$ cat src/rtl/sprt_pkg.sv
// ----------------------------------------------------------------------------
// sprt_pkg
// Shared types and constants of the sorted peer ring table: request and
// status codes, and the command and status words between controller and
// datapath.
// ----------------------------------------------------------------------------
package sprt_pkg;

  localparam int PORT_W    = 16;
  localparam int IP_W      = 32;
  localparam int CNT_OUT_W = 7;

  // request codes
  typedef enum logic [1:0] {
    REQ_REGISTER = 2'd0,
    REQ_REMOVE   = 2'd1,
    REQ_NEIGHBOR = 2'd2,
    REQ_COUNT    = 2'd3
  } req_t;

  // result status codes
  typedef enum logic [1:0] {
    ST_OK     = 2'd0,
    ST_DUP    = 2'd1,
    ST_ABSENT = 2'd2,
    ST_FULL   = 2'd3
  } status_t;

  // load sources of the table pointer
  typedef enum logic [2:0] {
    PTR_ZERO,
    PTR_LAST,
    PTR_POS_P1,
    PTR_PREV,
    PTR_NEXT
  } ptr_sel_t;

  // controller -> datapath
  typedef struct packed {
    logic     req_ld;
    logic     ptr_ld;
    ptr_sel_t ptr_sel;
    logic     ptr_inc;
    logic     ptr_dec;
    logic     rd_en;
    logic     mv_up;
    logic     mv_dn;
    logic     scan;
    logic     wr_new;
    logic     cnt_inc;
    logic     cnt_dec;
    logic     st_ld;
    status_t  st_val;
    logic     cap_prev;
    logic     cap_next;
    logic     out_ld;
  } sprt_cmd_t;

  // datapath -> controller
  typedef struct packed {
    req_t req;
    logic hit;
    logic rd_vld;
    logic ptr_lt_cnt;
    logic ptr_eq_pos;
    logic ptr_eq_last;
    logic present;
    logic pos_eq_cnt;
    logic pos_p1_eq_cnt;
    logic full;
    logic cnt_zero;
    logic out_free;
  } sprt_sts_t;

endpackage

$ cat src/rtl/sprt_if.sv
// ----------------------------------------------------------------------------
// sprt_req_if / sprt_rsp_if
// Valid/ready channels of the peer ring table: request word in, result
// word out.
// ----------------------------------------------------------------------------
interface sprt_req_if import sprt_pkg::*; ();
  logic              valid;
  logic              ready;
  logic [1:0]        req_type;
  logic [PORT_W-1:0] port;
  logic [IP_W-1:0]   peer_ip;

  modport source (output valid, output req_type, output port, output peer_ip, input ready);
  modport sink   (input valid, input req_type, input port, input peer_ip, output ready);
endinterface

interface sprt_rsp_if import sprt_pkg::*; ();
  logic                 valid;
  logic                 ready;
  logic [1:0]           status;
  logic                 has_prev;
  logic [PORT_W-1:0]    prev_port;
  logic [IP_W-1:0]      prev_ip;
  logic                 has_next;
  logic [PORT_W-1:0]    next_port;
  logic [IP_W-1:0]      next_ip;
  logic [CNT_OUT_W-1:0] peer_count;

  modport source (output valid, output status, output has_prev, output prev_port,
                  output prev_ip, output has_next, output next_port, output next_ip,
                  output peer_count, input ready);
  modport sink   (input valid, input status, input has_prev, input prev_port,
                  input prev_ip, input has_next, input next_port, input next_ip,
                  input peer_count, output ready);
endinterface

$ cat src/rtl/sorted_peer_ring_table.sv
// ----------------------------------------------------------------------------
// sorted_peer_ring_table
// Table of up to MAX_PEERS peers sorted by port, read as a ring.
// ----------------------------------------------------------------------------
// Usage:
//   in_req  (valid/ready): one request word: req_type, port, peer_ip.
//           Register, remove, neighbor query or count query.
//   out_rsp (valid/ready): one result word per request: status, the
//           previous and next ring neighbors (queries only) and the peer
//           count after the request.
//   One request is worked at a time. Every request first walks the sorted
//   entries from index 0 at one entry per cycle (single read port, registered
//   read) until a key not below the port turns up. A register or remove then
//   shifts the entries above the position by one place, again one entry per
//   cycle. A neighbor query then reads its two ring neighbors. in_ready is high
//   whenever no request is in work, also while a result waits in the output
//   register; a stalled receiver holds the result and the next request then
//   waits at the end of its work.
//   Reset empties the table at once; no clearing pass is needed.
// ----------------------------------------------------------------------------
module sorted_peer_ring_table import sprt_pkg::*; #(
  parameter int MAX_PEERS = 64
) (
  input  logic     clk,
  input  logic     rst_n,
  sprt_req_if.sink   in_req,
  sprt_rsp_if.source out_rsp
);

  sprt_cmd_t cmd;
  sprt_sts_t sts;
  logic      ctl_ready;

  assign in_req.ready = ctl_ready;

  // sequencer
  sprt_ctrl u_ctrl (
    .clk      (clk),
    .rst_n    (rst_n),
    .in_valid (in_req.valid),
    .in_ready (ctl_ready),
    .sts      (sts),
    .cmd      (cmd)
  );

  // table and result datapath
  sprt_dp #(
    .MAX_PEERS (MAX_PEERS)
  ) u_dp (
    .clk            (clk),
    .rst_n          (rst_n),
    .in_req_type    (in_req.req_type),
    .in_port        (in_req.port),
    .in_peer_ip     (in_req.peer_ip),
    .cmd            (cmd),
    .sts            (sts),
    .out_ready      (out_rsp.ready),
    .out_valid      (out_rsp.valid),
    .out_status     (out_rsp.status),
    .out_has_prev   (out_rsp.has_prev),
    .out_prev_port  (out_rsp.prev_port),
    .out_prev_ip    (out_rsp.prev_ip),
    .out_has_next   (out_rsp.has_next),
    .out_next_port  (out_rsp.next_port),
    .out_next_ip    (out_rsp.next_ip),
    .out_peer_count (out_rsp.peer_count)
  );

endmodule

$ cat src/rtl/sprt_ctrl.sv
// ----------------------------------------------------------------------------
// sprt_ctrl
// Request sequencer: search walk, insert/remove shift, neighbor reads and
// result hand-off. Drives the datapath by command word only.
// ----------------------------------------------------------------------------
module sprt_ctrl import sprt_pkg::*; (
  input  logic      clk,
  input  logic      rst_n,
  input  logic      in_valid,
  output logic      in_ready,
  input  sprt_sts_t sts,
  output sprt_cmd_t cmd
);

  typedef enum logic [3:0] {
    S_IDLE,
    S_SRCH,
    S_DECIDE,
    S_INS,
    S_INS_DRAIN,
    S_WR_NEW,
    S_DEL,
    S_DEL_DRAIN,
    S_Q_PREV,
    S_Q_NEXT,
    S_Q_CAP,
    S_RESP
  } state_t;

  state_t state_r, state_nxt;

  assign in_ready = (state_r == S_IDLE);

  // next state and commands
  always_comb begin
    state_nxt = state_r;
    cmd       = '0;
    cmd.st_val  = ST_OK;
    cmd.ptr_sel = PTR_ZERO;
    unique case (state_r)
      S_IDLE: begin
        if (in_valid) begin
          cmd.req_ld  = 1'b1;
          cmd.st_ld   = 1'b1;
          cmd.st_val  = ST_OK;
          cmd.ptr_ld  = 1'b1;
          cmd.ptr_sel = PTR_ZERO;
          state_nxt   = S_SRCH;
        end
      end
      // walk up the sorted keys until one is not below the port or the entries run out
      S_SRCH: begin
        cmd.scan    = 1'b1;
        cmd.rd_en   = sts.ptr_lt_cnt && !sts.hit;
        cmd.ptr_inc = sts.ptr_lt_cnt && !sts.hit;
        if (sts.hit || (!sts.ptr_lt_cnt && !sts.rd_vld)) begin
          state_nxt = S_DECIDE;
        end
      end
      S_DECIDE: begin
        unique case (sts.req)
          REQ_REGISTER: begin
            if (sts.present) begin
              cmd.st_ld  = 1'b1;
              cmd.st_val = ST_DUP;
              state_nxt  = S_RESP;
            end else if (sts.full) begin
              cmd.st_ld  = 1'b1;
              cmd.st_val = ST_FULL;
              state_nxt  = S_RESP;
            end else if (sts.pos_eq_cnt) begin
              state_nxt  = S_WR_NEW;
            end else begin
              cmd.ptr_ld  = 1'b1;
              cmd.ptr_sel = PTR_LAST;
              state_nxt   = S_INS;
            end
          end
          REQ_REMOVE: begin
            if (!sts.present) begin
              cmd.st_ld  = 1'b1;
              cmd.st_val = ST_ABSENT;
              state_nxt  = S_RESP;
            end else if (sts.pos_p1_eq_cnt) begin
              cmd.cnt_dec = 1'b1;
              state_nxt   = S_RESP;
            end else begin
              cmd.ptr_ld  = 1'b1;
              cmd.ptr_sel = PTR_POS_P1;
              state_nxt   = S_DEL;
            end
          end
          REQ_NEIGHBOR: begin
            if (sts.cnt_zero) begin
              state_nxt = S_RESP;
            end else begin
              cmd.ptr_ld  = 1'b1;
              cmd.ptr_sel = PTR_PREV;
              state_nxt   = S_Q_PREV;
            end
          end
          default: begin
            state_nxt = S_RESP;
          end
        endcase
      end
      // move entries one place up, from the top down to the insert point
      S_INS: begin
        cmd.rd_en = 1'b1;
        cmd.mv_up = 1'b1;
        if (sts.ptr_eq_pos) begin
          state_nxt = S_INS_DRAIN;
        end else begin
          cmd.ptr_dec = 1'b1;
        end
      end
      S_INS_DRAIN: begin
        state_nxt = S_WR_NEW;
      end
      S_WR_NEW: begin
        cmd.wr_new  = 1'b1;
        cmd.cnt_inc = 1'b1;
        state_nxt   = S_RESP;
      end
      // move entries above the removed one down by one place
      S_DEL: begin
        cmd.rd_en = 1'b1;
        cmd.mv_dn = 1'b1;
        if (sts.ptr_eq_last) begin
          state_nxt = S_DEL_DRAIN;
        end else begin
          cmd.ptr_inc = 1'b1;
        end
      end
      S_DEL_DRAIN: begin
        cmd.cnt_dec = 1'b1;
        state_nxt   = S_RESP;
      end
      // neighbor reads
      S_Q_PREV: begin
        cmd.rd_en   = 1'b1;
        cmd.ptr_ld  = 1'b1;
        cmd.ptr_sel = PTR_NEXT;
        state_nxt   = S_Q_NEXT;
      end
      S_Q_NEXT: begin
        cmd.rd_en    = 1'b1;
        cmd.cap_prev = 1'b1;
        state_nxt    = S_Q_CAP;
      end
      S_Q_CAP: begin
        cmd.cap_next = 1'b1;
        state_nxt    = S_RESP;
      end
      S_RESP: begin
        if (sts.out_free) begin
          cmd.out_ld = 1'b1;
          state_nxt  = S_IDLE;
        end
      end
      default: begin
        state_nxt = S_IDLE;
      end
    endcase
  end

  // state register
  always_ff @(posedge clk) begin
    if (!rst_n) begin
      state_r <= S_IDLE;
    end else begin
      state_r <= state_nxt;
    end
  end

endmodule

$ cat src/rtl/sprt_dp.sv
// ----------------------------------------------------------------------------
// sprt_dp
// Datapath of the peer ring table: sorted entry memory, pointer, search
// compare, shift engine, neighbor index math and the result register.
// ----------------------------------------------------------------------------
module sprt_dp import sprt_pkg::*; #(
  parameter int MAX_PEERS = 64
) (
  input  logic                 clk,
  input  logic                 rst_n,
  input  logic [1:0]           in_req_type,
  input  logic [PORT_W-1:0]    in_port,
  input  logic [IP_W-1:0]      in_peer_ip,
  input  sprt_cmd_t            cmd,
  output sprt_sts_t            sts,
  input  logic                 out_ready,
  output logic                 out_valid,
  output logic [1:0]           out_status,
  output logic                 out_has_prev,
  output logic [PORT_W-1:0]    out_prev_port,
  output logic [IP_W-1:0]      out_prev_ip,
  output logic                 out_has_next,
  output logic [PORT_W-1:0]    out_next_port,
  output logic [IP_W-1:0]      out_next_ip,
  output logic [CNT_OUT_W-1:0] out_peer_count
);

  localparam int CNT_W = $clog2(MAX_PEERS + 1);
  localparam int IDX_W = $clog2(MAX_PEERS);
  localparam int ENT_W = PORT_W + IP_W;
  localparam logic [CNT_W-1:0] CNT_ZERO = '0;
  localparam logic [CNT_W-1:0] CNT_ONE  = CNT_W'(1);
  localparam logic [CNT_W-1:0] CNT_TWO  = CNT_W'(2);
  localparam logic [CNT_W-1:0] CNT_MAX  = CNT_W'(MAX_PEERS);

  // entry memory: {port, address}, sorted by port
  logic [ENT_W-1:0] mem [MAX_PEERS];

  req_t              req_r;
  logic [PORT_W-1:0] port_r;
  logic [IP_W-1:0]   ip_r;
  logic [CNT_W-1:0]  cnt_r, cnt_nxt;
  logic [CNT_W-1:0]  ptr_r, ptr_nxt;
  logic [CNT_W-1:0]  pos_r;
  logic              present_r;
  status_t           st_r;
  logic [ENT_W-1:0]  rd_data_r;
  logic [CNT_W-1:0]  rd_addr_r;
  logic              rd_vld_r, rd_up_r, rd_dn_r;
  logic [ENT_W-1:0]  prev_r, next_r;

  logic                 out_valid_r;
  logic [1:0]           out_status_r;
  logic                 out_has_prev_r, out_has_next_r;
  logic [PORT_W-1:0]    out_prev_port_r, out_next_port_r;
  logic [IP_W-1:0]      out_prev_ip_r, out_next_ip_r;
  logic [CNT_OUT_W-1:0] out_peer_count_r;

  logic [PORT_W-1:0]    rd_key;
  logic [CNT_W-1:0]     cnt_m1, pos_p1, prev_idx, next_idx;
  logic                 hit, pos_eq_cnt;
  logic                 wr_en;
  logic [CNT_W-1:0]     wr_addr;
  logic [ENT_W-1:0]     wr_data;
  logic                 has_prev, has_next, is_query;
  logic [CNT_W+CNT_OUT_W-1:0] cnt_ext;

  assign rd_key     = rd_data_r[ENT_W-1 -: PORT_W];
  assign cnt_m1     = cnt_r - CNT_ONE;
  assign pos_p1     = pos_r + CNT_ONE;
  assign hit        = rd_vld_r && (rd_key >= port_r);
  assign pos_eq_cnt = (pos_r == cnt_r);

  // ring neighbors of the search position
  assign prev_idx = (pos_r == CNT_ZERO) ? cnt_m1 : (pos_r - CNT_ONE);
  always_comb begin
    if (present_r) begin
      next_idx = (pos_p1 == cnt_r) ? CNT_ZERO : pos_p1;
    end else begin
      next_idx = pos_eq_cnt ? CNT_ZERO : pos_r;
    end
  end

  // reported neighbors; one peer drops one side (both for its own port), two peers one side for a present port
  assign is_query = (req_r == REQ_NEIGHBOR);
  assign has_prev = is_query && (cnt_r != CNT_ZERO)
                    && !((cnt_r == CNT_ONE) && (present_r || (pos_r == CNT_ZERO)))
                    && !((cnt_r == CNT_TWO) && present_r && (pos_r == CNT_ZERO));
  assign has_next = is_query && (cnt_r != CNT_ZERO)
                    && !((cnt_r == CNT_ONE) && (present_r || (pos_r != CNT_ZERO)))
                    && !((cnt_r == CNT_TWO) && present_r && (pos_r != CNT_ZERO));

  // status to controller
  always_comb begin
    sts               = '0;
    sts.req           = req_r;
    sts.hit           = hit;
    sts.rd_vld        = rd_vld_r;
    sts.ptr_lt_cnt    = (ptr_r < cnt_r);
    sts.ptr_eq_pos    = (ptr_r == pos_r);
    sts.ptr_eq_last   = (ptr_r == cnt_m1);
    sts.present       = present_r;
    sts.pos_eq_cnt    = pos_eq_cnt;
    sts.pos_p1_eq_cnt = (pos_p1 == cnt_r);
    sts.full          = (cnt_r == CNT_MAX);
    sts.cnt_zero      = (cnt_r == CNT_ZERO);
    sts.out_free      = !out_valid_r || out_ready;
  end

  // pointer
  always_comb begin
    ptr_nxt = ptr_r;
    if (cmd.ptr_ld) begin
      unique case (cmd.ptr_sel)
        PTR_ZERO:   ptr_nxt = CNT_ZERO;
        PTR_LAST:   ptr_nxt = cnt_m1;
        PTR_POS_P1: ptr_nxt = pos_p1;
        PTR_PREV:   ptr_nxt = prev_idx;
        PTR_NEXT:   ptr_nxt = next_idx;
        default:    ptr_nxt = CNT_ZERO;
      endcase
    end else if (cmd.ptr_inc) begin
      ptr_nxt = ptr_r + CNT_ONE;
    end else if (cmd.ptr_dec) begin
      ptr_nxt = ptr_r - CNT_ONE;
    end
  end

  // peer count
  always_comb begin
    cnt_nxt = cnt_r;
    if (cmd.cnt_inc) begin
      cnt_nxt = cnt_r + CNT_ONE;
    end else if (cmd.cnt_dec) begin
      cnt_nxt = cnt_r - CNT_ONE;
    end
  end

  // memory write: shifted entry or the new entry
  always_comb begin
    wr_en   = cmd.wr_new || (rd_vld_r && (rd_up_r || rd_dn_r));
    wr_data = rd_data_r;
    wr_addr = rd_up_r ? (rd_addr_r + CNT_ONE) : (rd_addr_r - CNT_ONE);
    if (cmd.wr_new) begin
      wr_addr = pos_r;
      wr_data = {port_r, ip_r};
    end
  end

  always_ff @(posedge clk) begin
    if (wr_en) begin
      mem[wr_addr[IDX_W-1:0]] <= wr_data;
    end
    if (cmd.rd_en) begin
      rd_data_r <= mem[ptr_r[IDX_W-1:0]];
    end
  end

  // control registers
  always_ff @(posedge clk) begin
    if (!rst_n) begin
      cnt_r       <= CNT_ZERO;
      rd_vld_r    <= 1'b0;
      rd_up_r     <= 1'b0;
      rd_dn_r     <= 1'b0;
      out_valid_r <= 1'b0;
    end else begin
      cnt_r    <= cnt_nxt;
      rd_vld_r <= cmd.rd_en;
      rd_up_r  <= cmd.rd_en && cmd.mv_up;
      rd_dn_r  <= cmd.rd_en && cmd.mv_dn;
      if (cmd.out_ld) begin
        out_valid_r <= 1'b1;
      end else if (out_ready) begin
        out_valid_r <= 1'b0;
      end
    end
  end

  assign cnt_ext = {{CNT_OUT_W{1'b0}}, cnt_r};

  // payload registers
  always_ff @(posedge clk) begin
    ptr_r     <= ptr_nxt;
    rd_addr_r <= ptr_r;
    if (cmd.req_ld) begin
      req_r  <= req_t'(in_req_type);
      port_r <= in_port;
      ip_r   <= in_peer_ip;
    end
    if (cmd.st_ld) begin
      st_r <= cmd.st_val;
    end
    // search result: first key not below the port, else the count
    if (cmd.scan) begin
      pos_r     <= hit ? rd_addr_r : cnt_r;
      present_r <= hit && (rd_key == port_r);
    end
    if (cmd.cap_prev) begin
      prev_r <= rd_data_r;
    end
    if (cmd.cap_next) begin
      next_r <= rd_data_r;
    end
    if (cmd.out_ld) begin
      out_status_r     <= st_r;
      out_has_prev_r   <= has_prev;
      out_has_next_r   <= has_next;
      out_prev_port_r  <= has_prev ? prev_r[ENT_W-1 -: PORT_W] : '0;
      out_prev_ip_r    <= has_prev ? prev_r[IP_W-1:0] : '0;
      out_next_port_r  <= has_next ? next_r[ENT_W-1 -: PORT_W] : '0;
      out_next_ip_r    <= has_next ? next_r[IP_W-1:0] : '0;
      out_peer_count_r <= cnt_ext[CNT_OUT_W-1:0];
    end
  end

  assign out_valid      = out_valid_r;
  assign out_status     = out_status_r;
  assign out_has_prev   = out_has_prev_r;
  assign out_prev_port  = out_prev_port_r;
  assign out_prev_ip    = out_prev_ip_r;
  assign out_has_next   = out_has_next_r;
  assign out_next_port  = out_next_port_r;
  assign out_next_ip    = out_next_ip_r;
  assign out_peer_count = out_peer_count_r;

endmodule

$ cat src/flat_wrapper.sv
// flat-port wrapper written by rule: the top's interface ports become plain ports
module sorted_peer_ring_table_flat import sprt_pkg::*;
#(
  parameter int MAX_PEERS = 64
)
  (clk, rst_n, in_req_valid, in_req_req_type, in_req_port, in_req_peer_ip, in_req_ready, out_rsp_valid, out_rsp_status, out_rsp_has_prev, out_rsp_prev_port, out_rsp_prev_ip, out_rsp_has_next, out_rsp_next_port, out_rsp_next_ip, out_rsp_peer_count, out_rsp_ready);
  sprt_req_if in_req_i ();
  sprt_rsp_if out_rsp_i ();
  input  logic clk;
  input  logic rst_n;
  input wire logic [$bits(in_req_i.valid)-1:0] in_req_valid;
  input wire logic [$bits(in_req_i.req_type)-1:0] in_req_req_type;
  input wire logic [$bits(in_req_i.port)-1:0] in_req_port;
  input wire logic [$bits(in_req_i.peer_ip)-1:0] in_req_peer_ip;
  output wire logic [$bits(in_req_i.ready)-1:0] in_req_ready;
  output wire logic [$bits(out_rsp_i.valid)-1:0] out_rsp_valid;
  output wire logic [$bits(out_rsp_i.status)-1:0] out_rsp_status;
  output wire logic [$bits(out_rsp_i.has_prev)-1:0] out_rsp_has_prev;
  output wire logic [$bits(out_rsp_i.prev_port)-1:0] out_rsp_prev_port;
  output wire logic [$bits(out_rsp_i.prev_ip)-1:0] out_rsp_prev_ip;
  output wire logic [$bits(out_rsp_i.has_next)-1:0] out_rsp_has_next;
  output wire logic [$bits(out_rsp_i.next_port)-1:0] out_rsp_next_port;
  output wire logic [$bits(out_rsp_i.next_ip)-1:0] out_rsp_next_ip;
  output wire logic [$bits(out_rsp_i.peer_count)-1:0] out_rsp_peer_count;
  input wire logic [$bits(out_rsp_i.ready)-1:0] out_rsp_ready;
  assign in_req_i.valid = in_req_valid;
  assign in_req_i.req_type = in_req_req_type;
  assign in_req_i.port = in_req_port;
  assign in_req_i.peer_ip = in_req_peer_ip;
  assign in_req_ready = in_req_i.ready;
  assign out_rsp_valid = out_rsp_i.valid;
  assign out_rsp_status = out_rsp_i.status;
  assign out_rsp_has_prev = out_rsp_i.has_prev;
  assign out_rsp_prev_port = out_rsp_i.prev_port;
  assign out_rsp_prev_ip = out_rsp_i.prev_ip;
  assign out_rsp_has_next = out_rsp_i.has_next;
  assign out_rsp_next_port = out_rsp_i.next_port;
  assign out_rsp_next_ip = out_rsp_i.next_ip;
  assign out_rsp_peer_count = out_rsp_i.peer_count;
  assign out_rsp_i.ready = out_rsp_ready;
  sorted_peer_ring_table #(.MAX_PEERS(MAX_PEERS)) u_core (.clk(clk), .rst_n(rst_n), .in_req(in_req_i), .out_rsp(out_rsp_i));
endmodule
$ cat config.mk
export PLATFORM = sky130hd
export DESIGN_NAME = sorted_peer_ring_table_flat
export DESIGN_NICKNAME = d
export VERILOG_FILES = /design/src/rtl/sprt_pkg.sv /design/src/rtl/sprt_if.sv /design/src/rtl/sorted_peer_ring_table.sv /design/src/rtl/sprt_ctrl.sv /design/src/rtl/sprt_dp.sv /design/src/flat_wrapper.sv
export SDC_FILE = /design/constraint.sdc
export NUM_CORES = 2
export LEC_CHECK = 0
export BUFFER_PORTS_ARGS = -buffer_cell sky130_fd_sc_hd__buf_2
export CORE_ASPECT_RATIO = 0.7
export CORE_MARGIN = 5
export CORE_UTILIZATION = 55
export CTS_BUF_LIST = sky130_fd_sc_hd__clkbuf_2 sky130_fd_sc_hd__clkbuf_4 sky130_fd_sc_hd__clkbuf_8
export DETAILED_ROUTE_END_ITERATION = 6
export GPL_TIMING_DRIVEN = 0
export PLACE_DENSITY = 0.71
export SLEW_MARGIN = 20
export SYNTH_ARGS = -nofsm -noshare
export SYNTH_HDL_FRONTEND = slang
export SYNTH_SLANG_ARGS = --single-unit
export TNS_END_PERCENT = 100
$ cat constraint.sdc
create_clock -name clk -period 13.8 [get_ports clk]
set_input_delay 3.45 -clock clk [delete_from_list [all_inputs] [get_ports clk]]
set_output_delay 3.45 -clock clk [all_outputs]
set_load 0.05 [all_outputs]
Word level (Yosys, flattened, before mapping)

Memory sizes are Yosys's and may differ from the RTL's. A register that Yosys moved wholly into a read port is not among the register bits.
Cells that the tools add are included.

Flip-flop bits (word level): 292
Memory bits (writable): 3072
Input port bits: 54
Output and inout bits: 109
Logic and storage cells: 172
Memories kept: 1

Add/subtract/negate cells: 8
$lt $le $gt $ge: 2
Equality and inequality tests: 30
Multiplexer cells: 64
Reductions and logical operators: 43

Memories:

| memory          | words | width | rd ports | clocked after memory_dff | write ports | RTL line      | RTL |
|---|---|---|---|---|---|---|---|
| u_core.u_dp.mem | 64    | 48    | 1        | 1                        | 1           | sprt_dp.sv:37 | `logic [ENT_W-1:0] mem [MAX_PEERS];` |

Operators by type and width:

| kind                                                                   | number |
|---|---|
| 7-bit 2-to-1 mux                                                       | 10 |
| 4-bit 2-to-1 mux                                                       | 15 |
| 48-bit 2-to-1 mux                                                      | 1 |
| 4-bit one-hot mux with 10 select lines                                 | 1 |
| 4-bit one-hot mux with 3 select lines                                  | 3 |
| 7-bit equality test                                                    | 4 |
| 7-bit one-hot mux with 4 select lines                                  | 1 |
| 7-bit by 1-bit adder with 7-bit output (second input constant)         | 3 |
| 7-bit by 1-bit subtractor with 7-bit output (second input constant)    | 3 |
| 1-bit 2-to-1 mux                                                       | 18 |
| 1-bit logical AND                                                      | 17 |
| 16-bit equality test                                                   | 1 |
| 4-bit by 3-bit equality test with 1-bit output (second input constant) | 4 |
| 4-bit equality test (second input constant)                            | 4 |
| 16-bit >= comparator                                                   | 1 |
| 3-bit 2-to-1 mux                                                       | 5 |
| 7-bit logical NOT                                                      | 2 |
| 7-bit nonzero test                                                     | 2 |
| 6-bit 2-to-1 mux                                                       | 2 |
| 3-bit one-hot mux with 2 select lines                                  | 2 |
| 4-bit by 2-bit equality test with 1-bit output (second input constant) | 2 |
| 1-bit logical NOT                                                      | 8 |
| 7-bit by 1-bit equality test with 1-bit output (second input constant) | 1 |
| 7-bit by 2-bit equality test with 1-bit output (second input constant) | 1 |
| 23 further kinds                                                       | 36 |

Longest topological paths before layout

Depth in word-level cells: 9
Depth in mapped cells: 19
Mapped depth without buffers: 15

Cells and area by module

From an unflattened synthesis, not the netlist that was laid out.

Cells, all modules: 5635
Area total of the unflattened synthesis: 130905.5 sq um

By module, submodules not included:

| module    | times used | cells each | area each (sq um) | seq. area each (sq um) |
|---|---|---|---|---|
| sprt_dp   | 1          | 5540       | 130266.2          | 102158.0 |
| sprt_ctrl | 1          | 95         | 639.4             | 80.1 |

Least setup slack after synthesis

OpenSTA, ideal clock, no wires.

Path type: input to register
Start: in out_rsp_ready
End: reg u_core.u_dp.out_has_next_r, in the netlist u_core.u_dp.out_has_next, enable pin
Setup time: 0.705 ns
Arrival: 10.796 ns
Data required time: 13.095 ns
Setup slack: 2.299 ns
Stages: 2
Path buffers: 0
Cells stage by stage: nor2b_1 -> nor3_1

RTL lines:

| item                 | RTL line           | RTL |
|---|---|---|
| from (decl)          | flat_wrapper.sv:25 | `input wire logic [$bits(out_rsp_i.ready)-1:0] out_rsp_ready;` |
| to (signal assigned) | sprt_dp.sv:208     | `out_has_next_r <= has_next;` |
| to (decl)            | sprt_dp.sv:54      | `logic out_has_prev_r, out_has_next_r;` |

Worst setup path after layout

Start: reg u_core.u_ctrl.state_r[3]
End: out in_req_ready

Cells in the longest elaborated chain, start to end: 1

Ends and longest elaborated chain:

| item                   | RTL line           | RTL |
|---|---|---|
| from (decl)            | sprt_ctrl.sv:30    | `state_t state_r, state_nxt;` |
| from (signal assigned) | sprt_ctrl.sv:172   | `state_r <= state_nxt;` |
| 4-bit logical NOT      | sprt_ctrl.sv:32    | `assign in_ready = (state_r == S_IDLE);` |
| to (decl)              | flat_wrapper.sv:15 | `output wire logic [$bits(in_req_i.ready)-1:0] in_req_ready;` |

No other way between the ends.

==> flow_summary.yaml <==
status:
  status: "finished, final reports clean"
drt:
  routed_wl_um: 349400
  postRouteAntennaNets: 0
  drtIter0Drc: 10958
  via_per_inst: 6.456
  firstDrtPassIters: 6
  wl_per_cell_um: 34.18
  vias: 66003
  drc: 0
min_path:
  hold_path_class: "flop to flop"
flow_run:
  maxCapViolCount: 0
layout:
  post-route-cell-area_um2: 151200
  area_delta_synth_final_pct: 15.85
  layout-drive-gt1-share_pct: 39.60
  fin_cells: 10224
  nets: 6758
clock_network:
  clock_sinks: 3412
  cts_inserted_buffers: 476
  cts_root_buf: "clkbuf_8"
  hold_buffers: 0
  post_cts_buffers: 0
  cts_tree: "done"
  cts.repair.resized: 0
  clk_pin_slew_ps: 60
  cts_buffer_depth: 4
  clock_latency_ps: 1090
  htreeDepth: 5
floorplanning:
  start_util_pct: 55.35
  num_rows: 149
  ios: 163
  chipWidth_um: 592.3
  dieHeight_um: 417.6
  die-area_um2: 247300
  core_um2: 235800
timing:
  finalSetupViolCount: 0
  fmax_mhz: 172.6
  period_needed_ps: 5792
  fin_crit_sh_pct: 41.97
  slew_violations: 0
  setup_ws_ps: 8008
  worstMarginPinSlew_ps: 1207
  tns_ps: 0
  skew_ps: 83.50
  rsz0062_at_grt: "false"
  fin_hold_ws_ps: 422.0
  slew_headroom_pct: 19.54
  hold_viol: 0
setup_path:
  slowest_stage: "nor4_1"
  worstPathRequired_ps: 10350
  crit_fanout: 10
  cp_cell_sequence: "clkbuf_1, nor4_1, buf_2"
  path_buf_inv: 2
  max_stage_delay_ps: 380
  endpoint_kind: "primary output"
  start_kind: "flop"
  critPathKind: "flop to primary output"
  cp_top_family: "buffers and inverters"
  crit_arrival_ps: 2340
global_routing:
  grt_pass1_wl_um: 490800
  grt_usage_pct: 28.35
  grt_pass1_vias: 64826
  grt_antenna_before_repair: 24
  grt-ovfl-total: 0
  grt_max_degree: 57
yosys:
  async_reset_ff_share_pct: 0
  synth-edff-count: 3390
  synth_top_area_share_pct: 77.98
  synth_seq_cells: 3412
  synth-main-ff-cell: "edfxtp_1"
  yosys-top-cells-area: "edfxtp_1, mux4_2, and2_1, nand2_1, clkbuf_1"
  yosysWarnings: 0
  syn_area_per_cell_um2: 24.03
  synth_top_area_cell: "edfxtp_1"
  synth_cells: 5433
  netlist_area_um2: 130500
  synth.distinct_cells: 72
  ys_seq_area_share_pct: 78.32
  synthTopCellsByCount: "edfxtp_1, mux4_2, nand2_1"
  yosysMostFrequentCell: "edfxtp_1"
  syn_nets: 5527
place:
  routabilityCongestion: 0.8815
  portBuffers: 161
  hpwl_um: 254900
  place_ws_ps: 7662
  place_area_um2: 141900
  placed_cells: 9357
power:
  ir_drop_mv: 0.1218
  powerDensity_nw_per_um2: 210.4
  p_leak_uw: 0.04898
==> cell type report <==
type / instances / area, µm²
diodes: 10 / 25.02
plain buffers: 288 / 1315
clock buffers: 682 / 8179
clock inverters: 175 / 1142
fillers: 15141 / 84600
inverters: 38 / 142.6
multi-input cells: 1695 / 27530
flip-flops and latches: 3412 / 102200
well taps: 3171 / 3968
repair buffers: 753 / 6686
==> layer usage <==
metal | part of all wire (%) | vias up | GRT usage [%]
met4 | 2.3 | 8 | 6.276
met1 | 38 | 34785 | 42.84
met3 | 15 | 559 | 10.41
met5 | 0.016 | - | 0
li1 | - | 25777 | -
met2 | 44 | 4874 | 40.27
==> flip-flops by register name (all words and copies together), names as in the netlist, 16 cells and up <==
| register | flops |
|---|---|
| u_core.u_dp.out_prev_ip | 32 |
| u_core.u_dp.prev_r | 48 |
| u_core.u_dp.out_next_ip | 32 |
| u_core.u_dp.mem | 3072 |
| u_core.u_dp.port_r | 16 |
| u_core.u_dp.out_next_port | 16 |
| u_core.u_dp.ip_r | 32 |
| u_core.u_dp.rd_data_r | 48 |
| u_core.u_dp.out_prev_port | 16 |
| u_core.u_dp.next_r | 48 |
==> through the flow <==
step,utilization [%],total power [µW]
global placement,57.38,23280
global route,64.12,32890
finish,64.13,31810
floorplan,-,19710
CTS,64.10,31750
detailed placement,60.15,24080
==> path summary, 6_finish.rpt <==
kind	endpoint	start	slack, ps	cells past startpoint
worst max-delay path	in_req_ready	u_core.u_ctrl.state_r[3]	8010	3
worst min-delay path	u_core.u_dp.out_status[1]	u_core.u_dp.st_r[1]	420	0
worst max register to register	u_core.u_dp.ptr_r[5]	u_core.u_dp.ptr_r[0]	8310	17
worst min register to register	u_core.u_dp.out_status[1]	u_core.u_dp.st_r[1]	420	0
==> cell families (layout without fill, tap and decap cells) <==
kind of cell | after synthesis | after routing | share of synthesized area (%)
adders and majority gates | 40 | 40 | 0.3949
AOI/OAI and AO/OA | 143 | 143 | 0.7217
xor gates and xnor gates | 53 | 53 | 0.3767
muxes | 1010 | 1010 | 17.41
other | 0 | 10 | 0
and+or+nand+nor | 449 | 449 | 1.714
buffers and inverters | 326 | 1936 | 1.068
DFF | 3412 | 3412 | 78.32
==> power by group <==
part | leakage, µW | internal, µW | switching [µW]
Clock | 0.00496 | 4030 | 3770
Combinational | 0.0134 | 4170 | 6350
Sequential | 0.0307 | 13200 | 278
Total | 0.0490 | 21400 | 10400
==> cell usage in the layout (no fill, tap or decap), types with 39 or more instances in the layout <==
cell type / netlist / final
clkinv_1: 1 / 108
clkbuf_4: 0 / 193
mux4_2: 1008 / 1008
clkbuf_1: 158 / 119
clkbuf_2: 2 / 47
clkinv_2: 0 / 39
buf_16: 0 / 39
buf_2: 83 / 250
nand2_1: 167 / 135
buf_6: 6 / 62
nor3_2: 2 / 68
edfxtp_1: 3390 / 3390
clkbuf_8: 0 / 489
and2_1: 103 / 102
buf_4: 5 / 466
No activity file was read; power rests on OpenSTA's default activity.
